`src/rtl/core/psb_pkg.sv`:
```
// ----------------------------------------------------------------------------
// psb_pkg
// Shared types, constants and helpers for the prime sieve bitmap block.
// ----------------------------------------------------------------------------
package psb_pkg;

  localparam int WORD_W  = 32;
  localparam int CNT_W   = 13;
  localparam int NUM_W   = 16;
  localparam int PRIME_W = 9;   // sieving primes stay at or below 257

  // command codes
  localparam logic CMD_SIEVE = 1'b0;
  localparam logic CMD_TEST  = 1'b1;

  // word 0 after a fill: numbers 0 and 1 are not prime
  localparam logic [WORD_W-1:0] FILL_WORD0 = 32'hFFFF_FFFC;
  localparam logic [WORD_W-1:0] FILL_WORD  = 32'hFFFF_FFFF;

  typedef enum logic [3:0] {
    ST_IDLE,
    ST_FILL,
    ST_PRD,
    ST_PCHK,
    ST_MCLR,
    ST_CRD,
    ST_CACC,
    ST_TRD,
    ST_TCHK,
    ST_DONE
  } state_t;

  typedef struct packed {
    logic [CNT_W-1:0] prime_count;
    logic             is_prime;
  } res_t;

  function automatic logic [5:0] popcount32(input logic [WORD_W-1:0] w);
    logic [5:0] s;
    s = '0;
    for (int i = 0; i < WORD_W; i++) begin
      s = s + 6'(w[i]);
    end
    return s;
  endfunction

endpackage

```
`src/rtl/core/psb_sieve_ctrl.sv`:
```
// ----------------------------------------------------------------------------
// psb_sieve_ctrl
// Sequencer for fill, mark, count and test; drives the bitmap RAM.
// ----------------------------------------------------------------------------
module psb_sieve_ctrl
  import psb_pkg::*;
#(
  parameter int BITMAP_WORDS = 2048
) (
  input  logic                      clk,
  input  logic                      rst_n,
  input  logic                      in_valid,
  output logic                      in_stall,
  input  logic                      in_command,
  input  logic [NUM_W-1:0]          in_limit,
  input  logic [NUM_W-1:0]          in_value,
  output logic                      res_valid,
  output res_t                      res,
  input  logic                      res_take,
  output logic                      mem_we,
  output logic [(BITMAP_WORDS > 1 ? $clog2(BITMAP_WORDS) : 1)-1:0] mem_waddr,
  output logic [WORD_W-1:0]         mem_wdata,
  output logic [(BITMAP_WORDS > 1 ? $clog2(BITMAP_WORDS) : 1)-1:0] mem_raddr,
  input  logic [WORD_W-1:0]         mem_rdata
);

  localparam int AW = (BITMAP_WORDS > 1) ? $clog2(BITMAP_WORDS) : 1;
  localparam int BW = (AW + 6 > 18) ? AW + 6 : 18;
  localparam logic [BW-1:0] TOTAL_BITS = BW'(BITMAP_WORDS * 32);
  localparam logic [AW-1:0] LAST_WORD  = AW'(BITMAP_WORDS - 1);

  state_t              state_r, state_nxt;
  logic [PRIME_W-1:0]  p_r, p_nxt;
  logic [BW-1:0]       m_r, m_nxt;
  logic [BW-1:0]       top_r, top_nxt;
  logic [BW-1:0]       ctop_r, ctop_nxt;
  logic [BW-1:0]       nb_r, nb_nxt;
  logic [AW-1:0]       fidx_r, fidx_nxt;
  logic [NUM_W-1:0]    val_r, val_nxt;
  logic [WORD_W-1:0]   wd_r, wd_nxt;
  logic                first_r, first_nxt;
  logic                filled_r, filled_nxt;
  logic [CNT_W-1:0]    cnt_r, cnt_nxt;
  res_t                res_r, res_nxt;

  logic                accept;
  logic [BW-1:0]       limit_x, value_x, p_x, pp_x, m_step, nb_step, rem;
  logic [2*PRIME_W-1:0] pp;
  logic                pp_over, mark_more, mark_same, cnt_last, fill_last;
  logic [WORD_W-1:0]   mark_w, mark_w_new, cnt_mask;

  assign accept    = in_valid && !in_stall;
  assign in_stall  = (state_r != ST_IDLE);
  assign res_valid = (state_r == ST_DONE);
  assign res       = res_r;

  assign limit_x   = BW'(in_limit);
  assign value_x   = BW'(val_r);
  assign p_x       = BW'(p_r);
  assign pp        = p_r * p_r;
  assign pp_x      = BW'(pp);
  assign pp_over   = (pp_x > top_r);

  assign mark_w     = first_r ? mem_rdata : wd_r;
  assign mark_w_new = mark_w & ~(WORD_W'(1) << m_r[4:0]);
  assign m_step     = m_r + p_x;
  assign mark_more  = (m_step <= top_r);
  assign mark_same  = (m_step[BW-1:5] == m_r[BW-1:5]);

  assign rem      = ctop_r - nb_r;
  assign cnt_mask = (rem >= BW'(WORD_W)) ? FILL_WORD :
                    ((WORD_W'(1) << rem[4:0]) - WORD_W'(1));
  assign nb_step  = nb_r + BW'(WORD_W);
  assign cnt_last = (nb_step >= ctop_r);

  assign fill_last = (fidx_r == LAST_WORD);

  // next state
  always_comb begin
    state_nxt = state_r;
    unique case (state_r)
      ST_IDLE: begin
        if (accept) begin
          state_nxt = (in_command == CMD_TEST) ? ST_TRD : ST_FILL;
        end
      end
      ST_FILL: if (fill_last) state_nxt = ST_PRD;
      ST_PRD: begin
        if (!pp_over) begin
          state_nxt = ST_PCHK;
        end else if (ctop_r == '0) begin
          state_nxt = ST_DONE;
        end else begin
          state_nxt = ST_CRD;
        end
      end
      ST_PCHK: state_nxt = mem_rdata[p_r[4:0]] ? ST_MCLR : ST_PRD;
      ST_MCLR: if (!mark_more) state_nxt = ST_PRD;
      ST_CRD:  state_nxt = ST_CACC;
      ST_CACC: state_nxt = cnt_last ? ST_DONE : ST_CRD;
      ST_TRD:  state_nxt = ST_TCHK;
      ST_TCHK: state_nxt = ST_DONE;
      ST_DONE: if (res_take) state_nxt = ST_IDLE;
      default: state_nxt = ST_IDLE;
    endcase
  end

  // datapath and RAM controls
  always_comb begin
    p_nxt      = p_r;
    m_nxt      = m_r;
    top_nxt    = top_r;
    ctop_nxt   = ctop_r;
    nb_nxt     = nb_r;
    fidx_nxt   = fidx_r;
    val_nxt    = val_r;
    wd_nxt     = wd_r;
    first_nxt  = first_r;
    filled_nxt = filled_r;
    cnt_nxt    = cnt_r;
    res_nxt    = res_r;
    mem_we     = 1'b0;
    mem_waddr  = '0;
    mem_wdata  = '0;
    mem_raddr  = '0;
    unique case (state_r)
      ST_IDLE: begin
        if (accept) begin
          unique case (in_command)
            CMD_SIEVE: begin
              top_nxt    = (limit_x > TOTAL_BITS - BW'(1)) ? TOTAL_BITS - BW'(1) : limit_x;
              ctop_nxt   = (limit_x > TOTAL_BITS) ? TOTAL_BITS : limit_x;
              fidx_nxt   = '0;
              filled_nxt = 1'b1;
            end
            CMD_TEST: val_nxt = in_value;
            default: ;
          endcase
        end
      end
      ST_FILL: begin
        mem_we    = 1'b1;
        mem_waddr = fidx_r;
        mem_wdata = (fidx_r == '0) ? FILL_WORD0 : FILL_WORD;
        fidx_nxt  = fidx_r + AW'(1);
        p_nxt     = PRIME_W'(2);
      end
      ST_PRD: begin
        // issue read of the word holding p, or set up the count pass
        mem_raddr = p_x[AW+4:5];
        nb_nxt    = '0;
        cnt_nxt   = '0;
        res_nxt   = '{prime_count: '0, is_prime: 1'b0};
      end
      ST_PCHK: begin
        if (mem_rdata[p_r[4:0]]) begin
          m_nxt     = pp_x;
          mem_raddr = pp_x[AW+4:5];
          first_nxt = 1'b1;
        end else begin
          p_nxt = p_r + PRIME_W'(1);
        end
      end
      ST_MCLR: begin
        if (mark_more && mark_same) begin
          // keep clearing within the held word
          wd_nxt    = mark_w_new;
          first_nxt = 1'b0;
          m_nxt     = m_step;
        end else begin
          mem_we    = 1'b1;
          mem_waddr = m_r[AW+4:5];
          mem_wdata = mark_w_new;
          if (mark_more) begin
            mem_raddr = m_step[AW+4:5];
            first_nxt = 1'b1;
            m_nxt     = m_step;
          end else begin
            p_nxt = p_r + PRIME_W'(1);
          end
        end
      end
      ST_CRD: mem_raddr = nb_r[AW+4:5];
      ST_CACC: begin
        cnt_nxt = cnt_r + CNT_W'(popcount32(mem_rdata & cnt_mask));
        nb_nxt  = nb_step;
        res_nxt = '{prime_count: cnt_nxt, is_prime: 1'b0};
      end
      ST_TRD: mem_raddr = value_x[AW+4:5];
      ST_TCHK: begin
        res_nxt = '{prime_count: '0,
                    is_prime: filled_r && (value_x < TOTAL_BITS) && mem_rdata[val_r[4:0]]};
      end
      ST_DONE: ;
      default: ;
    endcase
  end

  always_ff @(posedge clk) begin
    if (!rst_n) begin
      state_r  <= ST_IDLE;
      filled_r <= 1'b0;
    end else begin
      state_r  <= state_nxt;
      filled_r <= filled_nxt;
    end
  end

  always_ff @(posedge clk) begin
    p_r     <= p_nxt;
    m_r     <= m_nxt;
    top_r   <= top_nxt;
    ctop_r  <= ctop_nxt;
    nb_r    <= nb_nxt;
    fidx_r  <= fidx_nxt;
    val_r   <= val_nxt;
    wd_r    <= wd_nxt;
    first_r <= first_nxt;
    cnt_r   <= cnt_nxt;
    res_r   <= res_nxt;
  end

endmodule

```
`config.mk`:
```
export PLATFORM = sky130hd
export DESIGN_NAME = psb_sieve_ctrl
export DESIGN_NICKNAME = d
export VERILOG_FILES = /design/src/rtl/core/psb_pkg.sv /design/src/rtl/core/psb_sieve_ctrl.sv
export SDC_FILE = /design/constraint.sdc
export NUM_CORES = 1
export LEC_CHECK = 0
export ABC_CLOCK_PERIOD_IN_PS = 9400
export CORE_MARGIN = 10
export CORE_UTILIZATION = 51
export DETAILED_ROUTE_END_ITERATION = 6
export DONT_BUFFER_PORTS = 1
export PLACE_DENSITY = 0.68
export REMOVE_ABC_BUFFERS = 1
export SLEW_MARGIN = 10
export SYNTH_ARGS = -nofsm -noshare
export SYNTH_HDL_FRONTEND = slang
export SYNTH_SLANG_ARGS = --single-unit
export TNS_END_PERCENT = 30
```
`constraint.sdc`:
```
create_clock -name clk -period 9.4 [get_ports clk]
set_input_delay 0.47 -clock clk [delete_from_list [all_inputs] [get_ports clk]]
set_output_delay 0.47 -clock clk [all_outputs]
set_load 0.005 [all_outputs]
```
-- Word-level counts from Yosys, hierarchy flattened
Cells that the tools add are included.
Widths: inputs -> output; s select.
- add/subtract/negate cells: 38
- $mul: 1
- $lt $le $gt $ge: 9
- equal/unequal tests: 20
- shifts and indexed selects: 2
- mux-type cells: 46
- bitwise operators: 4
- reduce and logical (&&, ||, !) cells: 21
- operator list (operator ; number):
    $add 6x1->6 ; 26
    $mux 32 ; 3
    $pmux 18 s2 ; 2
    $mux 11 ; 6
    $and 32x32->32 ; 2
    $pmux 32 s2 ; 1
    $shl 1x5->32 const A ; 2
    $pmux 11 s5 ; 1
    $mux 18 ; 3
    $pmux 11 s2 ; 2
    $pmux 14 s3 ; 1
    $pmux 4 s10 ; 1
    $not 32->32 ; 1
    $sub 32x1->32 const B ; 1
    $mux 4 ; 7
    $mux 9 ; 3
    $pmux 9 s3 ; 1
    $pmux 13 s2 ; 1
    $add 18x6->18 const B ; 1
    $add 18x9->18 ; 1
    $ge 18x18->1 ; 1
    $ge 18x6->1 const B ; 1
    $gt 18x18->1 ; 1
    $le 18x18->1 ; 1
    41 further kinds ; 71
- register bits: 173
- bits of input ports: 69
- output and inout port bits: 71
- logic and storage cells: 157

-- Depth between registers and ports, before layout
Gate-level depths: netlist (run 1).
- depth in word-level cells: 38
- depth in mapped cells: 32

-- Least setup slack after synthesis (run 1)
Ideal clock, no wire load.
- path type: register to register
- start point: register nb_r[5]
- end point: register res_r, in the netlist res[11], data pin
- data arrival time: 7568 ps
- slack: 1566 ps
- cell stages (with the launch flop): 33
- cell sequence: edfxtp_1 -> inv_1 -> ha_1 -> nor2b_1 -> o21ai_1 -> a211oi_1 -> xnor2_1 -> a21oi_1 -> and4_1 -> clkbuf_2 -> nand2_1 -> clkbuf_1 -> o21ai_0 -> fa_1 -> inv_1 -> fa_1 -> inv_1 -> fa_1 -> inv_1 -> fa_1 -> fa_1 -> fa_1 -> fa_1 -> inv_1 -> fa_1 -> nor2b_1 -> o21ai_0 -> a21boi_0 -> o21ai_0 -> a21oi_1 -> o2111ai_1 -> xor2_1 -> nor2_1
- cells in the longest elaborated chain, start to end: 37
- ends and longest elaborated chain (what ; RTL line ; text):
    from (decl) ; psb_sieve_ctrl.sv:37 ; logic [BW-1:0] nb_r, nb_nxt;
    from (signal assigned) ; psb_sieve_ctrl.sv:214 ; nb_r <= nb_nxt;
    $sub 18x18->18 (*) ; psb_sieve_ctrl.sv:70 ; assign rem = ctop_r - nb_r;
    $ge 18x6->1 (*) ; psb_sieve_ctrl.sv:71 ; assign cnt_mask = (rem >= BW'(WORD_W)) ? FILL_WORD :
    $mux 32 (*) ; psb_sieve_ctrl.sv:71 ;
    $and 32x32->32 (*) ; psb_sieve_ctrl.sv:185 ; cnt_nxt = cnt_r + CNT_W'(popcount32(mem_rdata & cnt_mask));
    $add 1x1->2 ; psb_pkg.sv:42 ; s = s + 6'(w[i]);
    $add 2x1->3 ; psb_pkg.sv:42 ;
    $add 3x1->4 ; psb_pkg.sv:42 ;
    $add 4x1->5 ; psb_pkg.sv:42 ;
    $add 5x1->6 ; psb_pkg.sv:42 ;
    $add 6x1->6 (25 in a row) ; psb_pkg.sv:42 ;
    $add 6x1->6 (*) ; psb_pkg.sv:42 ;
    $add 13x6->13 (*) ; psb_sieve_ctrl.sv:185 ;
    $pmux 14 s3 (*) ; psb_sieve_ctrl.sv:126 ; unique case (state_r)
    to (signal assigned) ; psb_sieve_ctrl.sv:220 ; res_r <= res_nxt;
    to (decl) ; psb_sieve_ctrl.sv:44 ; res_t res_r, res_nxt;
Every way passes the cells marked *; elsewhere a longest branch is shown, timed or not.
A chain may end at the register's enable or synchronous reset.

==> impl_metrics.env, run 1 <==
export IMPL_drive_gt1_frac=0.05805
export IMPL_drt_iter0_drc=1003
export IMPL_crit_arrival_ns=8.72
export IMPL_ios=140
export IMPL_grt_overflow_total=0
export IMPL_postRouteAntennaNets=0
export IMPL_yosys_top_cells_area="edfxtp_1 (31%), ha_1 (10%), fa_1 (9.0%), inv_1 (4.6%), nand2_1 (3.6%)"
export IMPL_hold_buffers=0
export IMPL_synth_xor_area_frac=0.04502
export IMPL_start_util=0.5138
export IMPL_hp_class="input pin to flop"
export IMPL_finalWorstPathRequiredPeriod_ns=8.548
export IMPL_worst_ep_required_time_ns=9.57
export IMPL_grt_pass1_vias=10860
export IMPL_final_common_cell="inv_1"
export IMPL_wl_per_cell_um=22.28
export IMPL_ys_warn_count=0
export IMPL_vias=11170
export IMPL_slew_violations=0
export IMPL_cts_tree="done"
export IMPL_synth_main_ff_cell="edfxtp_1"
export IMPL_avgSynthCellArea_um2=9.334
export IMPL_cpMostUsedCell="fa_1"
export IMPL_syn_to_final_growth_pct=6.205
export IMPL_dr_pass1_iters=6
export IMPL_rows=60
export IMPL_multi_input_area_um2=8423
export IMPL_vias_per_cell=6.244
export IMPL_ctsResizeCount=0
export IMPL_synth_compound_area_frac=0.1595
export IMPL_wirelength_mm=39.86
export IMPL_port_buffers=0
export IMPL_drc=0
export IMPL_criticalPathCategory="flop to flop"
export IMPL_cts_buffer_depth=2
export IMPL_register_area_um2=4394
export IMPL_cts_sinks=148
export IMPL_muxShareOfSynthArea=0.05221
export IMPL_hpwlAfterDp_mm=31.18
export IMPL_cts_root_buf="clkbuf_16"
export IMPL_worst_slack_ns=0.8525
export IMPL_nFillCells=2412
export IMPL_max_stage_delay_ns=0.58
export IMPL_outcome="completed"
export IMPL_dp_slack_ns=0.8770
export IMPL_worstSetupEndpointType="flop"
export IMPL_track_usage=0.2375
export IMPL_die_y_um=184.1
export IMPL_synthAdderAreaFrac=0.1952
export IMPL_setup_tns_ns=0
export IMPL_synthCells=1471
export IMPL_post_synth_top_area_cell="edfxtp_1"
export IMPL_die_x_um=184.1
export IMPL_max_freq_ghz=0.1170
export IMPL_crit_fanout=27
export IMPL_insertion_delay_ns=0.44
export IMPL_fin_skew_ns=0.01317
export IMPL_ys_seq_elements=148
export IMPL_path_clk_slew_ns=0.08
export IMPL_syn_area_um2=13730
export IMPL_antenna_found_initial=3
export IMPL_core_area_um2=26730
export IMPL_grt_max_degree=47
export IMPL_fin_crit_sh=0.9093
export IMPL_max_cap_viol_count=0
export IMPL_ys_types=76
export IMPL_hold_viol_final=0
export IMPL_place_congestion=0.9519
export IMPL_synthArstFlopShare=0
export IMPL_path_delay_family="adder cells"
export IMPL_slowest_stage="fa_1"
export IMPL_start_kind="flop"
export IMPL_synth_top_cell_area_share=0.3127
export IMPL_nets=1680
export IMPL_h_tree_depth=4
export IMPL_path_buf_inv=4
export IMPL_final_cell_mix="inv_1 (168), edfxtp_1 (143), nand2_1 (132)"
export IMPL_dieArea_um2=33890
export IMPL_synth_top_family_by_area="adder cells"
export IMPL_postCtsSetupBuffers=0
export IMPL_numCtsBuffers=17
export IMPL_synthSimpleGateAreaFrac=0.1607
export IMPL_maxSlewHeadroom=0.2245
export IMPL_rsz0062_at_grt="no"
export IMPL_worst_slew_pin_slew_ns=1.159
export IMPL_setup_viol=0
export IMPL_ys_seq_area_frac=0.3200
export IMPL_synth_edf_count=143
export IMPL_grt_pass1_wl_mm=62.53
-- cell usage after synthesis (5+ instances only) --
cell and instances:
mux2i_1 30, inv_1 168, a21o_1 15, xnor2_1 44
o21a_1 13, a21oi_1 80, nor2_1 107, o32ai_1 5
clkbuf_1 52, nor2b_1 17, a31oi_1 12, mux4_2 17
o21ai_0 89, nand2_1 132, dfxtp_1 5, or2_2 8
nand3_1 33, o22ai_1 7, and3_1 25, nand4_1 12
nor3b_1 6, a22oi_1 12, o221ai_1 22, buf_2 7
o21ai_1 16, edfxtp_1 143, nor3_1 32, fa_1 62
a211oi_1 12, nand2b_1 15, xor2_1 24, nor4_1 11
and2_1 35, ha_1 115
-- sequential cells by signal, summed over array words and instances (netlist names) --
register,count
filled_r,1
wd_r,32
m_r,18
p_r,9
val_r,16
first_r,1
nb_r,13
top_r,16
res,14
fidx_r,11
state_r,4
cnt_r,13
-- path summary, 6_finish.rpt --
kind	to	startpoint	slack (ns)	cells after the start
max reg2reg	cnt_r[12]	top_r[5]	0.85	29
max	cnt_r[12]	top_r[5]	0.85	29
min	val_r[14]	in_value[14]	0.13	0
min reg2reg	filled_r	filled_r	0.49	2
-- layer usage --
metal  track usage  part of all wire
met2        0.3916              0.48
met5             0           0.00033
met3       0.06561             0.089
met1        0.3004              0.41
met4       0.06129             0.022
-- metrics by stage --
step	instance area, um2	std cells	util	hold WS [ns]
floorplan	13440	1404	-	0.4399
global placement	13960	1756	0.5224	0.4638
detailed placement	13960	1756	0.5224	0.4757
CTS	14580	1788	0.5456	0.1149
global route	14580	1788	0.5456	0.1131
finish	14580	1789	0.5456	0.1256
-- logic make-up after synthesis --
family          Yosys count
xor+xnor                 69
flops                   148
buf+inv                 236
compound gates          338
simple gates            453
mux                      50
fa+ha+maj               177
-- area by class of cell --
| cell class | instances | area share |
|---|---|---|
| Tap cell | 341 | 0.02926 |
| Clock buffer | 17 | 0.02917 |
| Clock inverter | 15 | 0.01330 |
| Multi-Input combinational cell | 1087 | 0.5776 |
| Inverter | 169 | 0.04350 |
| Sequential cell | 148 | 0.3013 |
| Timing Repair Buffer | 11 | 0.005663 |
| Antenna cell | 1 | 0.0001716 |
-- worst register-to-register path: cells and delay by family (launching register included) --
family	cells	cell delay, ns
adders and majority gates	9	3.86
AOI/OAI and AO/OA	10	2.26
buffers and inverters	4	0.52
muxes	1	0.52
and+or+nand+nor	4	0.50
DFF	1	0.43
xor gates and xnor gates	1	0.20
Power of run 1 is left out: the tool's default activity adds up to more than one toggle a clock period on the data nets, which glitch-free logic cannot reach.
==> run 2: changes to the inputs <==
REMOVE_ABC_BUFFERS = not set   (was 1)
==> impl_metrics.env, run 2 (synthesized netlist as in run 1, its figures left out) <==
export IMPL_outcome="completed"
export IMPL_finalWorstPathRequiredPeriod_ns=8.543
export IMPL_crit_arrival_ns=8.71
export IMPL_grt_pass1_vias=10960
export IMPL_drt_iter0_drc=1306
export IMPL_slew_violations=0
export IMPL_nets=1679
export IMPL_max_cap_viol_count=0
export IMPL_grt_overflow_total=0
export IMPL_final_cell_mix="inv_1 (168), edfxtp_1 (143), nand2_1 (132)"
export IMPL_worst_ep_required_time_ns=9.57
export IMPL_cts_buffer_depth=2
export IMPL_reg_top3="wd_r: 32 flops, m_r: 18 flops"
export IMPL_ctsResizeCount=0
export IMPL_fin_crit_sh=0.9088
export IMPL_postCtsSetupBuffers=0
export IMPL_cts_tree="done"
export IMPL_postRouteAntennaNets=0
export IMPL_place_congestion=0.9254
export IMPL_syn_nets=1717
export IMPL_drive_gt1_frac=0.05809
export IMPL_regMostFlops="wd_r"
export IMPL_start_util=0.5138
export IMPL_hpwlAfterDp_mm=31.33
export IMPL_grt_pass1_wl_mm=62.07
export IMPL_port_buffers=0
export IMPL_fin_skew_ns=0.01209
export IMPL_core_area_um2=26730
export IMPL_setup_tns_ns=0
export IMPL_die_y_um=184.1
export IMPL_start_kind="flop"
export IMPL_hp_class="input pin to flop"
export IMPL_utilization=0.5436
export IMPL_largest_reg_flops=32
export IMPL_finalNonFillerCells=1788
export IMPL_path_clk_slew_ns=0.07
export IMPL_hold_viol_final=0
export IMPL_hold_buffers=0
export IMPL_setup_viol=0
export IMPL_rows=60
export IMPL_cts_root_buf="clkbuf_16"
export IMPL_crit_fanout=27
export IMPL_maxSlewHeadroom=0.2153
export IMPL_wirelength_mm=39.88
export IMPL_grt_max_degree=47
export IMPL_die_x_um=184.1
export IMPL_ios=140
export IMPL_rsz0062_at_grt="no"
export IMPL_syn_to_final_growth_pct=5.805
export IMPL_slowest_stage="fa_1"
export IMPL_max_stage_delay_ns=0.60
export IMPL_h_tree_depth=4
export IMPL_criticalPathCategory="flop to flop"
export IMPL_vias_per_cell=6.254
export IMPL_fin_area_um2=14530
export IMPL_vias=11180
export IMPL_dieArea_um2=33890
export IMPL_final_common_cell="inv_1"
export IMPL_insertion_delay_ns=0.43
export IMPL_worstSetupEndpointType="flop"
export IMPL_place_area_um2=13950
export IMPL_drc=0
export IMPL_dr_pass1_iters=7
export IMPL_dp_cells=1755
export IMPL_cpMostUsedCell="fa_1"
export IMPL_antenna_found_initial=5
export IMPL_max_freq_ghz=0.1171
export IMPL_numCtsBuffers=17
export IMPL_cts_sinks=148
export IMPL_track_usage=0.2353
export IMPL_worst_slew_pin_slew_ns=1.173
export IMPL_wl_per_cell_um=22.30
[run 2: final timing paths]
check	to	cells past startpoint	start	slack, ns
min reg2reg	filled_r	2	filled_r	0.48
max	res[13]	31	nb_r[5]	0.86
max reg2reg	res[13]	31	nb_r[5]	0.86
min	val_r[1]	0	in_value[1]	0.13
[run 2: per-stage QoR]
stage / hold slack (ns) / setup WS (ns)
after floorplan: 0.4399 / 1.566
after global placement: 0.4618 / 1.168
after detailed placement: 0.4694 / 0.8938
after CTS: 0.1174 / 0.8284
after global routing: 0.1166 / 0.08102
final: 0.1286 / 0.8574
[run 2: routing by layer]
metal / part of all wire / routed length (um) / track usage
met5: 0.0013 / 52 / 0
met4: 0.024 / 940 / 0.06490
met3: 0.11 / 4208 / 0.07391
met2: 0.45 / 18090 / 0.3681
met1: 0.42 / 16590 / 0.3073
[run 2: layout make-up]
cell class / count / area, um2
antenna: 1 / 2.502
inverter: 169 / 634.4
sequential: 148 / 4394
multi-input combinational: 1087 / 8423
clock buffer: 18 / 429.2
fill: 2419 / 12200
tap: 341 / 426.7
timing repair buffer: 10 / 75.07
clock inverter: 14 / 142.6
[run 2: worst max-delay path: cells and delay by family (launching register included)]
kind	cells	cell delay [ns]
adder cells (fa/ha/maj)	9	3.76
AO/OA/AOI/OAI	10	2.13
buffers and inverters	6	0.66
multiplexers	1	0.56
AND/OR/NAND/NOR	4	0.51
flip-flops	1	0.44
XOR/XNOR	1	0.21
Power of run 2 is left out for the same reason.
==> run 3: changes to the inputs <==
CORE_ASPECT_RATIO = 0.6   (was not set)
==> impl_metrics.env, run 3 (synthesized netlist as in run 1, its figures left out) <==
export IMPL_finalWorstPathRequiredPeriod_ns=8.891
export IMPL_regMostFlops="wd_r"
export IMPL_rr_endpoint="res[11]"
export IMPL_max_freq_ghz=0.1125
export IMPL_wirelength_mm=42.86
export IMPL_max_cap_viol_count=0
export IMPL_fin_skew_ns=0.01292
export IMPL_track_usage=0.2505
export IMPL_reg_top3="wd_r: 32 flops, m_r: 18 flops"
export IMPL_n_antenna_cell=0
export IMPL_rsz0062_at_grt="no"
export IMPL_maxSlewHeadroom=0.2096
export IMPL_max_stage_delay_ns=0.58
export IMPL_vias_per_cell=6.314
export IMPL_fin_area_um2=14600
export IMPL_core_area_um2=26480
export IMPL_postCtsSetupBuffers=0
export IMPL_cts_sinks=148
export IMPL_ff2ff_path_depth=29
export IMPL_vias=11420
export IMPL_worst_ep_required_time_ns=9.59
export IMPL_drive_gt1_frac=0.05939
export IMPL_r2r_start="top_r[5]"
export IMPL_drc=0
export IMPL_whs_ns=0.1104
export IMPL_cpMostUsedCell="fa_1"
export IMPL_grt_pass1_wl_mm=65.52
export IMPL_hold_buffers=0
export IMPL_crit_fanout=27
export IMPL_cts_buffer_depth=2
export IMPL_hpwlAfterDp_mm=34.26
export IMPL_ios=140
export IMPL_dr_pass1_iters=6
export IMPL_grt_max_degree=47
export IMPL_nets=1683
export IMPL_place_congestion=0.9534
export IMPL_criticalPathCategory="flop to flop"
export IMPL_fin_crit_sh=0.9458
export IMPL_utilization=0.5516
export IMPL_h_tree_depth=4
export IMPL_grt_pass1_vias=10670
export IMPL_die_y_um=147.1
export IMPL_syn_nets=1717
export IMPL_crit_arrival_ns=9.08
export IMPL_setup_tns_ns=0
export IMPL_drt_iter0_drc=1382
export IMPL_ctsResizeCount=0
export IMPL_whs_endpoint="top_r[15]"
export IMPL_wl_per_cell_um=23.70
export IMPL_slowest_stage="fa_1"
export IMPL_hp_class="input pin to flop"
export IMPL_min_path_cells=0
export IMPL_start_util=0.5186
export IMPL_start_kind="flop"
export IMPL_final_cell_mix="inv_1 (168), edfxtp_1 (143), nand2_1 (132)"
export IMPL_place_area_um2=14000
export IMPL_outcome="completed"
export IMPL_worst_slew_pin_slew_ns=1.181
export IMPL_dieArea_um2=34100
export IMPL_r2r_slack_ns=0.51
export IMPL_syn_to_final_growth_pct=6.352
export IMPL_cts_tree="done"
export IMPL_setup_viol=0
export IMPL_postRouteAntennaNets=0
export IMPL_min_from="in_limit[15]"
export IMPL_grt_overflow_total=0
export IMPL_rows=46
export IMPL_cts_root_buf="clkbuf_16"
export IMPL_largest_reg_flops=32
export IMPL_slew_violations=0
export IMPL_final_common_cell="inv_1"
export IMPL_worstSetupEndpointType="flop"
export IMPL_hold_viol_final=0
export IMPL_numCtsBuffers=17
export IMPL_die_x_um=231.8
export IMPL_path_clk_slew_ns=0.07
export IMPL_insertion_delay_ns=0.45
export IMPL_port_buffers=0
export IMPL_antenna_found_initial=5
-- run 3: area by class of cell --
cell class                      count  area (um2)
Clock inverter                     13       175.2
Fill cell                        2344       11870
Multi-Input combinational cell   1087        8418
Tap cell                          360       450.4
Clock buffer                       17       425.4
Sequential cell                   148        4394
Timing Repair Buffer               14       105.1
Inverter                          169       634.4
-- run 3: worst max path at each step --
stage,endpoint,start,cells past startpoint
after CTS,res[11],top_r[5],29
after global routing,cnt_r[10],top_r[5],29
after detailed placement,cnt_r[10],top_r[5],29
after floorplan,res[11],nb_r[5],32
final,res[11],top_r[5],29
after global placement,cnt_r[10],top_r[5],29
-- run 3: worst max-delay path, delay by kind of cell, from the launching register on --
kind | cells | cell delay [ns]
buf+inv | 4 | 0.56
flops | 1 | 0.42
compound gates | 10 | 2.52
xor+xnor | 1 | 0.19
fa+ha+maj | 9 | 3.96
simple gates | 4 | 0.51
mux | 1 | 0.46
-- run 3: routing by layer --
layer	GRT usage	part of all wire	vias to the layer above
met3	0.08769	0.12	59
met5	0	0.00096	-
met4	0.05760	0.016	6
met1	0.3592	0.45	5610
met2	0.3523	0.42	555
li1	-	-	5186
-- run 3: through the flow --
stage               std cells  worst slack, ns
CTS                      1808           0.6231
global placement         1778           0.9735
global route             1808          0.03257
finish                   1808           0.5093
floorplan                1471            1.566
detailed placement       1778           0.6641
Power of run 3 is left out for the same reason.
